### src/design/cte_pkg.sv
// shared types, constants and helpers for the calendar to epoch seconds core
package cte_pkg;

   localparam int FIELD_W = 16;
   localparam int TOD_W   = 28;
   localparam int DAYS_W  = 26;
   localparam int SECS_W  = 44;
   localparam int OUT_W   = 63;

   localparam logic signed [16:0] YEAR_BASE = 17'sd1900;
   localparam logic signed [17:0] YEAR_MIN  = 18'sd1582;
   localparam logic signed [DAYS_W-1:0] EPOCH_DAY = 26'sd719528;
   localparam logic signed [DAYS_W-1:0] DAYS_PER_YEAR = 26'sd365;
   localparam logic signed [DAYS_W-1:0] DAYS_PER_MONTH = 26'sd31;

   // month + 32768 + 4 is a multiple-of-twelve offset of 12 * 2731
   localparam logic [16:0] MONTH_BIAS = 17'd4;
   localparam logic signed [13:0] Q_BIAS = 14'sd2731;
   localparam logic signed [17:0] MONTHS_PER_YEAR = 18'sd12;

   // reciprocal constants, exact over the value ranges seen here
   localparam logic [16:0] RECIP12 = 17'd87382;
   localparam int RECIP12_SHIFT = 20;
   localparam int Q_W = 13;
   localparam logic [12:0] RECIP100 = 13'd5243;
   localparam int RECIP100_SHIFT = 19;
   localparam int C100_W = 9;

   localparam logic signed [TOD_W-1:0] MINUTE_SECONDS = 28'sd60;
   localparam logic signed [TOD_W-1:0] HOUR_SECONDS   = 28'sd3600;
   localparam logic signed [17:0] DAY_SECONDS = 18'sd86400;

   localparam logic [OUT_W-1:0] MAX_SECONDS_RESET = 63'd2147483647;

   typedef struct packed {
      logic signed [FIELD_W-1:0] year_offset;
      logic signed [FIELD_W-1:0] month_index;
      logic signed [FIELD_W-1:0] month_day;
      logic signed [FIELD_W-1:0] hours;
      logic signed [FIELD_W-1:0] minutes;
      logic signed [FIELD_W-1:0] seconds_in;
   } req_type;

   typedef struct packed {
      logic signed [16:0]       year;
      logic [Q_W-1:0]           qraw;
      logic signed [FIELD_W-1:0] mon;
      logic signed [FIELD_W-1:0] mday;
      logic signed [TOD_W-1:0]  tod;
   } s1_type;

   typedef struct packed {
      logic                     bad;
      logic [15:0]              year;
      logic [3:0]               mon;
      logic signed [FIELD_W-1:0] mday;
      logic signed [TOD_W-1:0]  tod;
   } s2_type;

   typedef struct packed {
      logic                     bad;
      logic [15:0]              yadj;
      logic [C100_W-1:0]        c100;
      logic signed [DAYS_W-1:0] base;
      logic signed [TOD_W-1:0]  tod;
   } s3_type;

   typedef struct packed {
      logic                     bad;
      logic signed [DAYS_W-1:0] days;
      logic signed [TOD_W-1:0]  tod;
   } s4_type;

   // days lost before the first of a month from march on
   function automatic logic [2:0] month_adjust(input logic [3:0] mon);
      logic [2:0] adj;
      adj = 3'd0;
      case (mon)
         4'd2, 4'd3:        adj = 3'd3;
         4'd4, 4'd5:        adj = 3'd4;
         4'd6, 4'd7, 4'd8:  adj = 3'd5;
         4'd9, 4'd10:       adj = 3'd6;
         4'd11:             adj = 3'd7;
         default:           adj = 3'd0;
      endcase
      return adj;
   endfunction

endpackage

### src/design/calendar_to_epoch_seconds_core.sv
// top level: calendar date and time to epoch seconds, six stage pipeline
//
// usage
//   req channel: one beat carries a broken-down gregorian date and time
//     (year minus 1900, month from 0, day, hours, minutes, seconds, all
//     16 bit two's complement, month may lie outside 0 to 11)
//   rsp channel: one beat per request, in order: seconds since 1970-01-01
//     00:00:00 (no zone adjustment) in tdata, invalid flag in tuser;
//     invalid beats carry zero seconds
//   csr channel: writes max_seconds (always ready); results above it are
//     flagged invalid; write only while no request is in flight
//   latency: a request accepted at one edge shows on rsp 5 cycles later,
//     set by the six register stages, the first loaded at the accepting edge
//     (month fold, year check, day terms, leap terms, 86400 multiply, add and compare)
//   throughput: one beat per cycle sustained
//   reset: empties the pipeline and loads max_seconds with 2147483647
//   stall: when rsp_tready is low the result holds in the output register;
//     upstream stages keep filling bubbles, req_tready drops only once
//     every stage holds a beat
module calendar_to_epoch_seconds_core (
   input  logic        clock,
   input  logic        reset,
   // req_tdata: year_offset, month_index, month_day, hours, minutes, seconds_in
   input  logic        req_tvalid,
   output logic        req_tready,
   input  logic [95:0] req_tdata,
   // rsp_tdata: epoch_seconds[62:0], zero pad bit
   output logic        rsp_tvalid,
   input  logic        rsp_tready,
   output logic [63:0] rsp_tdata,
   // rsp_tuser: invalid
   output logic        rsp_tuser,
   input  logic        csr_valid,
   output logic        csr_ready,
   input  logic [62:0] csr_data
);
   import cte_pkg::*;

   req_type req_data;
   logic    front_valid, front_ready;
   s2_type  front_data;
   logic    days_valid, days_ready;
   s4_type  days_data;

   // stage 5 and output stage
   logic                     v5_ff, v6_ff;
   logic                     adv5, adv6;
   logic                     bad5_ff;
   logic signed [SECS_W-1:0] secs5_ff, secs5_in;
   logic signed [TOD_W-1:0]  tod5_ff;
   logic signed [SECS_W:0]   total;
   logic                     invalid_in;
   logic                     invalid_ff;
   logic [OUT_W-1:0]         epoch_in, epoch_ff;
   logic [OUT_W-1:0]         max_seconds_ff;

   // unpack the request beat, first field in the low bits
   assign req_data.year_offset = req_tdata[15:0];
   assign req_data.month_index = req_tdata[31:16];
   assign req_data.month_day   = req_tdata[47:32];
   assign req_data.hours       = req_tdata[63:48];
   assign req_data.minutes     = req_tdata[79:64];
   assign req_data.seconds_in  = req_tdata[95:80];

   cte_front u_front (
      .clock     (clock),
      .reset     (reset),
      .in_valid  (req_tvalid),
      .in_ready  (req_tready),
      .in_data   (req_data),
      .out_valid (front_valid),
      .out_ready (front_ready),
      .out_data  (front_data)
   );

   cte_days u_days (
      .clock     (clock),
      .reset     (reset),
      .in_valid  (front_valid),
      .in_ready  (front_ready),
      .in_data   (front_data),
      .out_valid (days_valid),
      .out_ready (days_ready),
      .out_data  (days_data)
   );

   // each stage moves when it is empty or the next one moves
   assign adv6       = !v6_ff || rsp_tready;
   assign adv5       = !v5_ff || adv6;
   assign days_ready = adv5;

   // day count scaled to seconds
   assign secs5_in = days_data.days * DAY_SECONDS;

   // add time of day, then sign and maximum check
   always_comb begin
      total      = (SECS_W+1)'(secs5_ff) + (SECS_W+1)'(tod5_ff);
      invalid_in = bad5_ff || total[SECS_W]
                || (OUT_W'(total[SECS_W-1:0]) > max_seconds_ff);
      epoch_in   = invalid_in ? '0 : OUT_W'(total[SECS_W-1:0]);
   end

   always_ff @(posedge clock) begin
      if (reset) begin
         v5_ff          <= 1'b0;
         v6_ff          <= 1'b0;
         max_seconds_ff <= MAX_SECONDS_RESET;
      end else begin
         if (adv5) v5_ff <= days_valid;
         if (adv6) v6_ff <= v5_ff;
         if (csr_valid) max_seconds_ff <= csr_data;
      end
   end

   always_ff @(posedge clock) begin
      if (adv5) begin
         bad5_ff  <= days_data.bad;
         secs5_ff <= secs5_in;
         tod5_ff  <= days_data.tod;
      end
      if (adv6) begin
         invalid_ff <= invalid_in;
         epoch_ff   <= epoch_in;
      end
   end

   assign csr_ready  = 1'b1;
   assign rsp_tvalid = v6_ff;
   assign rsp_tdata  = {1'b0, epoch_ff};
   assign rsp_tuser  = invalid_ff;

`ifndef NO_ASSERTIONS
   // an invalid beat carries no seconds
   a_invalid_zero: assert property (@(posedge clock) disable iff (reset)
      rsp_tvalid && rsp_tuser |-> rsp_tdata == 64'd0)
      else $error("invalid result with nonzero seconds");

   // a valid beat never exceeds the configured maximum
   a_within_max: assert property (@(posedge clock) disable iff (reset)
      rsp_tvalid && !rsp_tuser |-> rsp_tdata[62:0] <= max_seconds_ff)
      else $error("valid result above max_seconds");

   // an empty output register lets the whole pipe move
   a_ready_when_drained: assert property (@(posedge clock) disable iff (reset)
      !rsp_tvalid |-> req_tready)
      else $error("request stalled with free output stage");

   // a beat leaving stage five lands in the output register
   a_stage_handoff: assert property (@(posedge clock) disable iff (reset)
      v5_ff && adv6 |=> rsp_tvalid)
      else $error("beat lost between last two stages");
`endif

endmodule

### src/design/cte_front.sv
// input stages: year rebase, month fold into the year, time of day
module cte_front (
   input  logic            clock,
   input  logic            reset,
   input  logic            in_valid,
   output logic            in_ready,
   input  cte_pkg::req_type in_data,
   output logic            out_valid,
   input  logic            out_ready,
   output cte_pkg::s2_type out_data
);
   import cte_pkg::*;

   logic   v1_ff, v2_ff;
   logic   adv1, adv2;
   s1_type s1_ff, s1_in;
   s2_type s2_ff, s2_in;

   logic [16:0]              u;
   logic [33:0]              qprod;
   logic signed [13:0]       qs;
   logic signed [17:0]       year_n;
   logic signed [17:0]       mon_n;

   assign adv2     = !v2_ff || out_ready;
   assign adv1     = !v1_ff || adv2;
   assign in_ready = adv1;

   // stage 1: biased floor(month / 12) by reciprocal, year rebase, time of day
   always_comb begin
      u     = 17'({~in_data.month_index[15], in_data.month_index[14:0]}) + MONTH_BIAS;
      qprod = u * RECIP12;
      s1_in.year = 17'(in_data.year_offset) + YEAR_BASE;
      s1_in.qraw = qprod[RECIP12_SHIFT +: Q_W];
      s1_in.mon  = in_data.month_index;
      s1_in.mday = in_data.month_day;
      s1_in.tod  = TOD_W'(in_data.seconds_in)
                 + TOD_W'(in_data.minutes) * MINUTE_SECONDS
                 + TOD_W'(in_data.hours) * HOUR_SECONDS;
   end

   // stage 2: normalized year and month, minimum year check
   always_comb begin
      qs     = $signed({1'b0, s1_ff.qraw}) - Q_BIAS;
      year_n = 18'(s1_ff.year) + 18'(qs);
      mon_n  = 18'(s1_ff.mon) - 18'(qs) * MONTHS_PER_YEAR;
      s2_in.bad  = year_n < YEAR_MIN;
      s2_in.year = year_n[15:0];
      s2_in.mon  = mon_n[3:0];
      s2_in.mday = s1_ff.mday;
      s2_in.tod  = s1_ff.tod;
   end

   always_ff @(posedge clock) begin
      if (reset) begin
         v1_ff <= 1'b0;
         v2_ff <= 1'b0;
      end else begin
         if (adv1) v1_ff <= in_valid;
         if (adv2) v2_ff <= v1_ff;
      end
   end

   always_ff @(posedge clock) begin
      if (adv1) s1_ff <= s1_in;
      if (adv2) s2_ff <= s2_in;
   end

   assign out_valid = v2_ff;
   assign out_data  = s2_ff;

endmodule

### src/design/cte_days.sv
// day number stages: gregorian day count rebased to the epoch
module cte_days (
   input  logic            clock,
   input  logic            reset,
   input  logic            in_valid,
   output logic            in_ready,
   input  cte_pkg::s2_type in_data,
   output logic            out_valid,
   input  logic            out_ready,
   output cte_pkg::s4_type out_data
);
   import cte_pkg::*;

   logic   v3_ff, v4_ff;
   logic   adv3, adv4;
   s3_type s3_ff, s3_in;
   s4_type s4_ff, s4_in;

   logic [28:0] cprod;
   logic [10:0] leap_corr;

   assign adv4     = !v4_ff || out_ready;
   assign adv3     = !v3_ff || adv4;
   assign in_ready = adv3;

   // stage 3: linear day terms, year / 100 by reciprocal
   always_comb begin
      s3_in.bad  = in_data.bad;
      s3_in.yadj = (in_data.mon < 4'd2) ? in_data.year - 16'd1 : in_data.year;
      cprod      = s3_in.yadj * RECIP100;
      s3_in.c100 = cprod[RECIP100_SHIFT +: C100_W];
      s3_in.base = $signed(DAYS_W'(in_data.year)) * DAYS_PER_YEAR
                 + DAYS_W'(in_data.mday)
                 + $signed(DAYS_W'(in_data.mon)) * DAYS_PER_MONTH
                 - $signed(DAYS_W'(month_adjust(in_data.mon)));
      s3_in.tod  = in_data.tod;
   end

   // stage 4: leap day terms and epoch rebase
   always_comb begin
      leap_corr  = ((11'(s3_ff.c100) + 11'd1) * 11'd3) >> 2;
      s4_in.bad  = s3_ff.bad;
      s4_in.days = s3_ff.base
                 + $signed(DAYS_W'(s3_ff.yadj >> 2))
                 - $signed(DAYS_W'(leap_corr))
                 - EPOCH_DAY;
      s4_in.tod  = s3_ff.tod;
   end

   always_ff @(posedge clock) begin
      if (reset) begin
         v3_ff <= 1'b0;
         v4_ff <= 1'b0;
      end else begin
         if (adv3) v3_ff <= in_valid;
         if (adv4) v4_ff <= v3_ff;
      end
   end

   always_ff @(posedge clock) begin
      if (adv3) s3_ff <= s3_in;
      if (adv4) s4_ff <= s4_in;
   end

   assign out_valid = v4_ff;
   assign out_data  = s4_ff;

endmodule
### config.mk
export PLATFORM = sky130hd
export DESIGN_NAME = calendar_to_epoch_seconds_core
export DESIGN_NICKNAME = d
export VERILOG_FILES = /design/src/design/cte_pkg.sv /design/src/design/calendar_to_epoch_seconds_core.sv /design/src/design/cte_front.sv /design/src/design/cte_days.sv
export SDC_FILE = /design/constraint.sdc
export NUM_CORES = 2
export LEC_CHECK = 0
export BUFFER_PORTS_ARGS = -buffer_cell sky130_fd_sc_hd__clkbuf_2
export CAP_MARGIN = 10
export CORE_MARGIN = 2
export CORE_UTILIZATION = 50
export DETAILED_ROUTE_END_ITERATION = 16
export PLACE_DENSITY = 0.64
export SLEW_MARGIN = 15
export SYNTH_ARGS = -nofsm -noshare
export SYNTH_HDL_FRONTEND = slang
export SYNTH_SLANG_ARGS = --single-unit
### constraint.sdc
create_clock -name clock -period 8.98 [get_ports clock]
set_clock_uncertainty 0.2 [all_clocks]
set_input_delay 0.449 -clock clock [delete_from_list [all_inputs] [get_ports clock]]
set_output_delay 0.449 -clock clock [all_outputs]
set_load 0.005 [all_outputs]
==> flow_summary.ini <==
[run_status]
status = completed

[global_route]
grt_max_degree = 80
grt_busiest_layer = met2
grtUsageMet2 = 0.348
met3_usage = 0.0244
antenna_found_initial = 0
grt_pass1_vias = 30335
grt_pass1_wl_mm = 150
grt_overflow = 0
grt_usage = 0.198
gr-usage-met1 = 0.260

[synth]
synth_cell_types = 99
syn_inst = 4265
synth_adder_area_share = 0.380
synth_area_mm2 = 0.0451
yosys.area_share.simple = 0.0768
synth_compound_area_frac = 0.105
synth_edf_count = 387
postSynth.asyncResetShare = 0
synth_top_area_cell = edfxtp_1
synth_top_cell_area_share = 0.258
synth_top_family_by_area = adder cells
yosysWarnings = 0
synth-xor-area-share = 0.0581
avgSynthCellArea_um2 = 10.6
seq_area_frac_synth = 0.290
ys_ff_latch = 459
ys.flop_type = edfxtp_1
synthTopCellsByArea = edfxtp_1 (26%), ha_1 (22%), fa_1 (16%)
muxShareOfSynthArea = 0.00872

[clock_network]
clock_path_buffers = 3
clkTransAtPathRegs_ns = 0.06
cts_sinks = 459
cts_resized = 0
cts_root_buf = clkbuf_16
htreeDepth = 2
cts_tree = done
numCtsBuffers = 49
clk_latency_ns = 0.62

[floorplan]
rows = 110
dieArea_mm2 = 0.0925
die_x_um = 304
io_pins = 232
die_h_um = 304
initial_utilization = 0.503
design.core.area_mm2 = 0.0896

[detailed_routing]
drc_errors = 0
antenna_left = 0
drtPass1Iterations = 5
avgViaCountPerCell = 5.10
drt-initial-drc-count = 1261
wire_per_inst_um = 15.5
num_vias = 29795
wirelength_mm = 90.3

[placement]
hpwl_mm = 74.1
port_buffers = 210
gp_congestion = 0.875

[setup_path]
path_delay_family = adder cells
worstSetupPathType = reg -> reg
crit_top_cell = fa_1
critPathCaptureType = flip-flop
crit_arrival_ns = 7.91
start_kind = flip-flop
path_buf_inv = 5
cp_max_fo = 8
critPathRequiredTime_ns = 9.15
critPathSlowestCell = fa_1
cp_slowest_stage_delay_ns = 0.52

[cells_and_area]
area_growth_pct = 11.7
register_area_mm2 = 0.0131
multiInputGateArea_mm2 = 0.0285
nets = 5936
n_antenna_cell = 0
drive_above_1_share = 0.0825
fill_cells = 7743

[run]
cap_violations = 0

[timing]
timing.final.crit_share = 0.863
setup_viol = 0
slew_headroom = 0.256
worstMarginPinSlew_ns = 1.12
tns_ns = 0
fmax_ghz = 0.129
min_period_ns = 7.75
slew_viol_final = 0
grt_setup_unrepaired = false
hold_viol = 0

[worst_hold_path]
hold_path.class = in -> reg
==> synth_stat cells (72+ instances only) <==
master    instances
inv_1           888
ha_1            776
edfxtp_1        387
fa_1            371
a21oi_1         214
xnor2_1         206
nor2_1          192
nand2_1         135
o21ai_0         109
a21o_1           93
xor2_1           91
dfxtp_1          72
==> routing by layer <==
metal  vias up  wire (um)  part of all wire
met5         -          0                 0
met4         0       1900             0.021
met3       103       3040             0.034
met2       377      44000              0.49
met1     14196      41400              0.46
li1      15119          -                 -
==> cell families after synthesis <==
kind of cell	count (synthesis)
other	2
adders and majority gates	1147
buffers and inverters	941
AOI/OAI and AO/OA	703
and+or+nand+nor	676
DFF	459
muxes	39
xor gates and xnor gates	298
==> placed cells by master (no fill, tap or decap), drive strengths merged, types with 120 or more instances in the layout <==
master	count
nor2	201
inv	891
edfxtp	387
ha	776
o21ai	120
fa	371
nand2	135
a21oi	217
clkbuf	269
xnor2	207
==> stage by stage <==
step / setup slack (ns) / util / instances / hold slack [ns] / cell area [um2]
6_report: 1.23 / 0.562 / 5840 / 0.0477 / 50300
5_1_grt: 0.757 / 0.562 / 5840 / 0.0409 / 50300
4_1_cts: 1.22 / 0.561 / 5839 / 0.0119 / 50300
3_5_place_dp: 1.18 / 0.531 / 5644 / 0.205 / 47600
3_3_place_gp: 1.38 / 0.531 / 5644 / 0.202 / 47600
2_1_floorplan: 1.15 / - / 4284 / 0.200 / 45100
==> final timing paths <==
path                                   from                              to  slack (ns)  cells past startpoint
max          u_front.out_data[46]$_DFFE_PN_      u_days.s3_ff[61]$_DFFE_PP_        1.23                     26
min                           req_tdata[17]     u_front.s1_ff[45]$_DFFE_PP_        0.05                      1
max reg2reg  u_front.out_data[46]$_DFFE_PN_      u_days.s3_ff[61]$_DFFE_PP_        1.23                     26
min reg2reg     u_front.s1_ff[43]$_DFFE_PP_  u_front.out_data[43]$_DFFE_PN_        0.20                      0
==> flip-flops by register name, indices dropped and copies added (netlist names), named ones only <==
register / flops
u_days.out_data: 55
tod5_ff: 28
v5_ff: 1
rsp_tuser: 1
secs5_ff: 37
u_front.s1_ff: 78
epoch_ff: 44
u_days.out_valid: 1
u_front.v1_ff: 1
u_front.out_valid: 1
u_days.s3_ff: 78
u_days.v3_ff: 1
rsp_tvalid: 1
max_seconds_ff: 63
u_front.out_data: 65
bad5_ff: 1
==> layout make-up <==
cell class / count / share of cell area
clock inverter: 30 / 0.00696
timing repair buffer: 341 / 0.0461
sequential: 459 / 0.260
clock buffer: 60 / 0.0261
tap: 1176 / 0.0292
inverter: 890 / 0.0664
multi-input combinational: 2884 / 0.566
==> repair_timing <==
action	CTS	global route
buffers inserted	0	0
hold endpoints to repair	103	0
hold buffers	105	0
==> worst reg2reg max path, cell delays in order, from the launching register on <==
cell and delay (ns):
edfxtp_1 0.51, inv_1 0.13, ha_1 0.17, nand2_1 0.11, or4_1 0.42, or2_1 0.26
or4_4 0.47, or3_1 0.34, xnor2_1 0.13, buf_4 0.20, ha_1 0.34, fa_1 0.52
inv_1 0.06, fa_1 0.49, inv_1 0.05, fa_1 0.47, fa_1 0.51, ha_1 0.32
o2111ai_1 0.12, o31ai_1 0.32, o31a_1 0.24, a41oi_1 0.18, a2111oi_0 0.43, buf_4 0.21
o21a_1 0.12, nor2_1 0.05, xnor2_1 0.12
Power is not shown: default switching activity piles up to over one toggle a cycle in this logic, so the estimate is an artifact.
